`src/hw/rtl/bba_pkg.sv`:
```
package bba_pkg;

	localparam int IDX_W      = 12;
	localparam int CNT_W      = 13;
	localparam int CFG_ADDR_W = 3;

	localparam logic             REG_BLOCK_COUNT = 1'b0;
	localparam logic [CNT_W-1:0] BLOCK_COUNT_RST = 13'd4096;

	typedef enum logic {
		OP_ALLOC = 1'b0,
		OP_FREE  = 1'b1
	} op_t;

	typedef enum logic [1:0] {
		ST_OK           = 2'd0,
		ST_NO_SPACE     = 2'd1,
		ST_ALREADY_FREE = 2'd2,
		ST_OUT_OF_RANGE = 2'd3
	} status_t;

	typedef enum logic [2:0] {
		S_CLEAR,
		S_IDLE,
		S_SCAN,
		S_FDIV,
		S_FREAD,
		S_FEVAL,
		S_DONE
	} state_t;

	typedef struct packed {
		logic clear;
		logic accept;
		logic scan;
		logic fdiv;
		logic fread;
		logic feval;
		logic out_load;
	} bba_cmd_t;

	typedef struct packed {
		logic clr_last;
		logic op_free;
		logic count_zero;
		logic idx_in_range;
		logic scan_done;
		logic out_free;
	} bba_sts_t;

endpackage

```
`src/hw/rtl/bba_ctrl.sv`:
```
module bba_ctrl (
	input  logic              clk,
	input  logic              arst_n,
	input  logic              req_valid,
	output logic              req_ready,
	input  bba_pkg::bba_sts_t sts,
	output bba_pkg::bba_cmd_t cmd
);
	import bba_pkg::*;

	state_t state_q;
	state_t state_d;

	always_ff @(posedge clk or negedge arst_n) begin
		if (!arst_n) begin
			state_q <= S_CLEAR;
		end else begin
			state_q <= state_d;
		end
	end

	always_comb begin
		state_d = state_q;
		case (state_q)
			S_CLEAR: begin
				if (sts.clr_last) state_d = S_IDLE;
			end
			S_IDLE: begin
				if (req_valid) begin
					if (sts.op_free) begin
						state_d = sts.idx_in_range ? S_FDIV : S_DONE;
					end else begin
						state_d = sts.count_zero ? S_DONE : S_SCAN;
					end
				end
			end
			S_SCAN: begin
				if (sts.scan_done) state_d = S_DONE;
			end
			S_FDIV:  state_d = S_FREAD;
			S_FREAD: state_d = S_FEVAL;
			S_FEVAL: state_d = S_DONE;
			S_DONE: begin
				if (sts.out_free) state_d = S_IDLE;
			end
			default: state_d = S_IDLE;
		endcase
	end

	always_comb begin
		cmd       = '0;
		req_ready = 1'b0;
		case (state_q)
			S_CLEAR: cmd.clear = 1'b1;
			S_IDLE: begin
				req_ready  = 1'b1;
				cmd.accept = req_valid;
			end
			S_SCAN:  cmd.scan  = 1'b1;
			S_FDIV:  cmd.fdiv  = 1'b1;
			S_FREAD: cmd.fread = 1'b1;
			S_FEVAL: cmd.feval = 1'b1;
			S_DONE:  cmd.out_load = sts.out_free;
			default: cmd = '0;
		endcase
	end

endmodule

```
`config.mk`:
```
export PLATFORM = sky130hd
export DESIGN_NAME = bba_ctrl
export DESIGN_NICKNAME = d
export VERILOG_FILES = /design/src/hw/rtl/bba_pkg.sv /design/src/hw/rtl/bba_ctrl.sv
export SDC_FILE = /design/constraint.sdc
export NUM_CORES = 1
export LEC_CHECK = 0
export BUFFER_PORTS_ARGS = -buffer_cell sky130_fd_sc_hd__buf_2
export CAP_MARGIN = 40
export CORE_AREA = 5 5 42 44
export CTS_BUF_LIST = sky130_fd_sc_hd__clkbuf_4
export CTS_CLUSTER_DIAMETER = 80
export CTS_CLUSTER_SIZE = 16
export DETAILED_ROUTE_END_ITERATION = 6
export DIE_AREA = 0 0 47 49
export PLACE_DENSITY = 0.4
export SETUP_SLACK_MARGIN = 0.15
export SYNTH_ARGS = -nofsm -noshare
export SYNTH_HDL_FRONTEND = slang
export SYNTH_SLANG_ARGS = --single-unit
```
`constraint.sdc`:
```
create_clock -name clk -period 1.6 [get_ports clk]
set_input_delay 0.48 -clock clk [delete_from_list [all_inputs] [get_ports clk]]
set_output_delay 0.48 -clock clk [all_outputs]
set_load 0.02 [all_outputs]
```
## After elaboration in Yosys (flattened, before gate mapping)

Index checks and enable logic that the tools add are counted.

- Output and inout port bits: 8
- Flip-flop bits (word level): 3

- Multiplexer cells: 16
- Equal/unequal tests: 10
- Reductions and logical operators: 2

Operators by type and width:

| operator | number |
|---|---|
| 2-to-1 mux 3 bit | 7 |
| one-hot mux 3 bit (7 select lines) | 1 |
| == test 3 bit, second input constant | 3 |
| 2-to-1 mux 1 bit | 8 |
| != test 2 bit, second input constant | 4 |
| == test 3 x 2 -> 1 bit, second input constant | 2 |
| AND reduction 4 bit | 1 |
| == test 3 x 1 -> 1 bit, second input constant | 1 |
| logical NOT 3 bit | 1 |

## Longest topological paths before layout

Gate-level depths: netlist (run 1).

- Depth in word-level cells: 4
- Mapped depth: 4
- Depth with buffers taken out: 3

## Worst setup path before layout (run 1)

Ideal clock, no wire load.

- Path type: register -> output
- Start point: register state_q[1]
- End point: output cmd[5] (netlist bit)
- Cell stages (with the launch flop): 5
- Path buffers: 1
- Slack: -0.120 ns
- Arrival: 1.240 ns
- Path through: dfrtp_1 buf_2 nand2b_4 nor2_1 and2_1

RTL lines:

| item | RTL line | RTL |
|---|---|---|
| from (decl) | bba_ctrl.sv:11 | `state_t state_q;` |
| from (signal assigned) | bba_ctrl.sv:18 | `state_q <= state_d;` |
| to (decl) | bba_ctrl.sv:7 | `output bba_pkg::bba_cmd_t cmd` |

==> run_results.csv, run 1 <==
group,metric,value,unit
run_status,status,"finished, violations left",
run_status,violations,"setup timing",
synth,synth_cell_type_count,19,
die,chipWidth,47,µm
cells_and_area,layout_common_cells,"13 x buf_4, 8 x buf_2, 6 x buf_6, 4 x clkbuf_4",
cts,cts-root-buf,"clkbuf_4",
cts,clk_path_buf_depth,2,
die,die_area,0.002303,mm²
synth,syn_nets,42,
cells_and_area,design_area,524.3,µm²
global_routing,first_global_vias,362,
detailed_routing,route.detailed.drc,0,
cells_and_area,regMostFlops,"state_q",
sta,rsz0062_at_grt,"yes",
sta,fin_skew,0.006248,ns
sta,finalSetupViolations,4,
synth,syn_area,252.7,µm²
setup_path,worstPathRequired,1.12,ns
cts,worstSkewPairLatency,0.25,ns
setup_path,path_class,"reg2out",
place,io_buffer_count,16,
place,hpwl,595.5,µm
setup_path,cpPeakStageDelay,0.45,ns
sta,fin_ws,-0.03415,ns
cts,cts.htree.levels,1,
pwr,peakVddDrop,0.5753,mV
global_routing,antenna_found_initial,0,
setup_path,critical_path_buf_inv_count,1,
die,initial_utilization,18.04,%
detailed_routing,vias,335,
cells_and_area,fin_nets,71,
cells_and_area,fill_cells,156,
detailed_routing,final_antenna_net_count,0,
detailed_routing,wire_per_inst,11.13,µm
hold_path,holdCritPathClass,"in2async",
setup_path,end_kind,"primary output",
pwr,powerDensity,2155,mW/mm²
place,place_ws,0.1152,ns
detailed_routing,drt-initial-drc-count,1,
die,dieHeight,49,µm
global_routing,grt-ovfl-total,0,
place,dpl_cell_area,375.4,µm²
sta,relSlewSlack,83.71,%
sta,hold_violations,0,
setup_path,r2r_slack,0.29,ns
cells_and_area,fin_cells,77,
setup_path,arrival,1.15,ns
cells_and_area,largest_reg_flops,3,
cells_and_area,final_common_cell,"buf_4",
place,gp_congestion,0.7301,
synth,syn_inst,33,
place,dp.cells,66,
cells_and_area,drive_above_1_share,73.77,%
cts,cts_sinks,3,
detailed_routing,drt_first_pass_iters,2,
cells_and_area,syn_to_final_growth,107.4,%
pwr,p_leak,0.2486,nW
cells_and_area,post-route-util,37.41,%
die,io_pins,17,
cts,cts_buffers,3,
setup_path,timing.rr.start,"state_q[0]",
sta,fin_crit,1.634,ns
cells_and_area,reg.largest.list,"state_q (3)",
global_routing,grt_pass1_wl,1.497,mm
cts,cts-hold-fix-buffers,0,
setup_path,startpoint,"state_q[0]",
synth,ys_seq_area_share,29.70,%
run,cap_violations,0,
sta,post-route-period-util,102.1,%
detailed_routing,routed_wirelength,857,µm
die,rows,14,
sta,fmax,611.9,MHz
detailed_routing,routed_via_density,4.351,
setup_path,worst_setup_path_start_kind,"flip-flop",
sta,tightestPinTransition,0.2423,ns
die,core,0.001401,mm²
synth,ys_ff_latch,3,
cts,cts_tree,"done",
setup_path,path_max_fanout,7,
synth,yosys_warnings,0,
cts,path_clk_slew,0.04,ns
cells_and_area,diodes,0,
sta,final_max_slew_viol_count,0,
global_routing,grt_start_max_net_pins,8,
setup_path,critPathTopFamily,"flip-flops",
global_routing,grt_use_total,9.514,%
setup_path,crit_chain,"nand2b_4 > nor2_2 > and2_4 > buf_6",
synth,syn_area_per_cell,7.659,µm²
setup_path,cp_slowest_cell,"dfrtp_2",
[cell type report]
| type | count | area [µm²] | area share (%) |
|---|---|---|---|
| inverters | 1 | 3.754 | 0.7160 |
| multi-input cells | 26 | 187.7 | 35.80 |
| clock buffers | 4 | 30.03 | 5.728 |
| repair buffers | 27 | 205.2 | 39.14 |
| flip-flops and latches | 3 | 77.57 | 14.80 |
| well taps | 16 | 20.02 | 3.819 |
[synthesized netlist by cell type]
cell type	n	area, µm²
a22oi_1	1	7.510
dfrtp_1	3	75.07
o211ai_1	1	7.510
nor2b_1	2	12.51
o21ai_0	1	5.000
nor2_1	4	15.01
o21a_1	1	7.510
o31ai_1	1	7.510
nand2b_4	1	13.76
nor3b_1	1	7.510
buf_2	2	10.01
nor3_1	4	20.02
and3_2	1	7.510
nand2_1	3	11.26
o21ai_2	1	8.760
a21oi_1	3	15.01
inv_1	1	3.750
and2_1	1	6.260
buf_6	1	11.26
[cell families (layout without fill, tap and decap cells)]
family	count (synthesis)	after routing	share of synthesized area [%]
flip-flops	3	3	29.70
AND/OR/NAND/NOR	17	17	37.13
AO/OA/AOI/OAI	9	9	23.27
buffers and inverters	4	32	9.899
[routing by layer]
metal | up-vias | global-route usage [%] | share of wire (%)
met1 | 150 | 10.13 | 42
met4 | 0 | 9.677 | 3.4
met5 | - | 0 | 0
met3 | 3 | 2.952 | 5.7
met2 | 11 | 13.57 | 48
li1 | 171 | - | -
[final timing paths]
kind                              endpoint  depth (start not counted)
worst max-delay path                cmd[5]                          4
worst min register to register  state_q[2]                          3
max in group asynchronous       state_q[2]                          1
worst min-delay path            state_q[0]                          1
worst max register to register  state_q[2]                          4
min in group clk                state_q[2]                          3
[repair_timing]
item	in CTS	in global routing
buffers inserted	6	1
gates resized for setup	18	5
pin swaps	2	1
gates cloned	0	0
endpoints found under the setup margin	8	8
[stage by stage]
step	power (mW)	hold WS (ns)	setup TNS, ns
2_1_floorplan	0.5320	0.1844	0
3_3_place_gp	0.7023	0.2768	0
3_5_place_dp	0.6919	0.2768	0
4_1_cts	1.076	0.01183	-0.09948
5_1_grt	1.218	0.003147	-0.4208
6_report	1.130	0.01324	-0.06222
[power breakdown]
part           internal (mW)  switching, mW  total, mW
combinational          0.423          0.354      0.778
sequential             0.121         0.0674      0.188
clock                  0.111         0.0529      0.164
total                  0.656          0.474       1.13
(Power assumes the default switching activity.)
==> run 2: changes to the inputs <==
Settings changed: ABC_AREA from default to 1, PLACE_DENSITY 0.4 to 0.44.
==> run 2 against run 1 <==
Net effect: the flow now finishes without violations; cell area rose by 15%; final cell count rose by 34%; clock power fell by 7%; flip-flop and latch count did not move; critical path type unchanged; highest routed layer unchanged.
==> run_results.csv, run 2 <==
group,metric,value,unit
synth,synth_cell_type_count,13,
global_routing,grt_use_total,10.77,%
pwr,p_leak,0.3503,nW
place,hpwl,716.2,µm
die,rows,14,
cells_and_area,diodes,0,
cells_and_area,reg.largest.list,"state_q (3)",
synth,syn_area,307.8,µm²
synth,synth.most_common_cell,"nand2_1",
place,place_ws,0.09356,ns
detailed_routing,route.detailed.drc,0,
cts,cts_buffers,3,
synth,synth_simple_gate_area_share,57.72,%
sta,fin_crit,1.598,ns
cts,path_clk_slew,0.04,ns
die,core,0.001401,mm²
setup_path,worstPathRequired,1.12,ns
cells_and_area,design_area,601.8,µm²
setup_path,path_max_fanout,6,
cts,cts-root-buf,"clkbuf_4",
synth,synth_compound_area_share,3.252,%
die,chipWidth,47,µm
sta,finalSetupViolations,0,
sta,tightestPinTransition,0.1586,ns
sta,fin_skew,0.0005952,ns
cts,clk_path_buf_depth,2,
sta,relSlewSlack,89.35,%
synth,yosys_warnings,0,
setup_path,timing.rr.start,"state_q[1]",
hold_path,holdCritPathClass,"in2async",
detailed_routing,routed_wirelength,1.058,mm
detailed_routing,final_antenna_net_count,0,
cells_and_area,layout_common_cells,"15 x buf_4, 13 x nand2_1, 10 x buf_2, 7 x inv_1, 5 x nor2_2",
cells_and_area,largest_reg_flops,3,
sta,post-route-period-util,99.88,%
setup_path,r2r_slack,0.26,ns
cells_and_area,regMostFlops,"state_q",
place,io_buffer_count,16,
global_routing,grt_pass1_wl,1.787,mm
detailed_routing,vias,440,
sta,final_max_slew_viol_count,0,
cells_and_area,drive_above_1_share,63.22,%
setup_path,arrival,1.12,ns
detailed_routing,drt_first_pass_iters,4,
pwr,powerDensity,2102,mW/mm²
setup_path,r2r_end,"state_q[1]",
synth,ys.flop_type,"dfrtp_1",
synth,synth_xor_area_share,0,%
global_routing,grt_start_max_net_pins,7,
synth,ys_ff_latch,3,
sta,fin_ws,0.001971,ns
synth,synth_mux_area_share,0,%
die,initial_utilization,21.96,%
run,cap_violations,0,
synth,syn_nets,63,
synth,yosysTopAreaCell,"dfrtp_1",
synth,synth_edf_count,0,
setup_path,worst_setup_path_start_kind,"flip-flop",
detailed_routing,wire_per_inst,10.27,µm
global_routing,antenna_found_initial,0,
synth,syn_area_per_cell,5.700,µm²
cts,cts_tree,"done",
cts,cts_sinks,3,
global_routing,first_global_vias,471,
setup_path,rr_worst_depth,8,
cts,worstSkewPairLatency,0.23,ns
detailed_routing,drt-initial-drc-count,2,
pwr,peakVddDrop,0.7347,mV
synth,async_reset_ff_share,100.0,%
synth,ys_seq_area_share,24.39,%
setup_path,startpoint,"state_q[2]",
synth,yosys-top-cells-count,"13 x nand2_1, 8 x inv_1, 7 x nor2_1",
cells_and_area,syn_to_final_growth,95.53,%
cts,cts.htree.levels,1,
setup_path,end_kind,"primary output",
cells_and_area,fill_cells,167,
synth,synthAdderAreaFrac,0,%
sta,rsz0062_at_grt,"yes",
sta,hold_violations,0,
place,dpl_cell_area,407.9,µm²
synth,syn_inst,54,
run_status,status,"completed",
synth,synthDominantCellAreaShare,24.39,%
cells_and_area,fin_nets,97,
sta,fmax,625.8,MHz
die,dieHeight,49,µm
detailed_routing,routed_via_density,4.272,
cells_and_area,fin_cells,103,
place,gp_congestion,0.7363,
setup_path,path_class,"reg2out",
cells_and_area,final_common_cell,"buf_4",
synth,synth_top_family_by_area,"simple AND/OR/NAND/NOR gates",
synth,yosys-top-cells-area,"dfrtp_1 24%, nand2_1 16%, inv_1 9.8%",
die,io_pins,17,
setup_path,crit_end,"cmd[3]",
global_routing,grt-ovfl-total,0,
place,dp.cells,86,
die,die_area,0.002303,mm²
## run 2: cell count changes after synthesis, sizes merged, moves of 2 or more
cell,before,now
nor2b,2,0
nand2,3,17
nor2,4,11
a21oi,3,1
nand3,0,6
nor3,4,2
inv,1,12
buf,3,0
## run 2: routing by layer
layer | GRT usage (%) | up-vias | share of wire, %
li1 | - | 227 | -
met5 | 0 | - | 0
met3 | 4.797 | 2 | 5.4
met1 | 10.99 | 202 | 35
met4 | 4.147 | 0 | 0.38
met2 | 18.33 | 9 | 59
## run 2: per-stage QoR
step | power, mW | util, % | TNS, ns | hold slack (ns)
floorplan | 0.5955 | - | 0 | 0.1844
global route | 1.395 | 42.95 | -0.4150 | 0.01992
global placement | 0.7535 | 29.11 | 0 | 0.2764
detailed placement | 0.7519 | 29.11 | 0 | 0.2787
finish | 1.265 | 42.95 | 0 | 0.03399
CTS | 1.150 | 38.84 | -0.01721 | 0.03258
## run 2: worst max-delay path, cell delays in order, from the launching register on
cell	delay [ns]
dfrtp_2	0.46
nor2_4	0.15
inv_2	0.05
nor2_2	0.11
buf_6	0.12
## run 2: cell families (layout without fill, tap and decap cells)
group           after synthesis  after routing
compound gates                2              2
buf+inv                      12             45
flops                         3              3
simple gates                 37             37
## run 2: what timing repair did
item / in CTS / in global routing
setup endpoints to repair: 8 / 8
gates resized for setup: 16 / 7
buffers inserted: 8 / 5
pin swaps: 4 / 5
hold buffers: 0 / 0
## run 2: area by class of cell
type | instances | area [µm²] | area share (%)
Clock buffer | 4 | 30.03 | 4.990
Inverter | 12 | 50.05 | 8.316
Multi-Input combinational cell | 39 | 215.2 | 35.76
Sequential cell | 3 | 78.83 | 13.10
Tap cell | 16 | 20.02 | 3.326
Timing Repair Buffer | 29 | 207.7 | 34.51
## run 2: report_power, final
| group | total, mW | switching, mW | internal (mW) |
|---|---|---|---|
| Clock | 0.153 | 0.0422 | 0.111 |
| Sequential | 0.211 | 0.0846 | 0.126 |
| Combinational | 0.902 | 0.466 | 0.435 |
| Total | 1.27 | 0.593 | 0.672 |
## run 2: worst min-delay path by stage
stage | from | end | slack [ns] | cells after the start
final | arst_n | state_q[0] | 0.03 | 1
after global routing | arst_n | state_q[0] | 0.02 | 1
after CTS | arst_n | state_q[0] | 0.03 | 1
after detailed placement | arst_n | state_q[1] | 0.28 | 1
after global placement | arst_n | state_q[1] | 0.28 | 1
after floorplan | arst_n | state_q[0] | 0.18 | 0
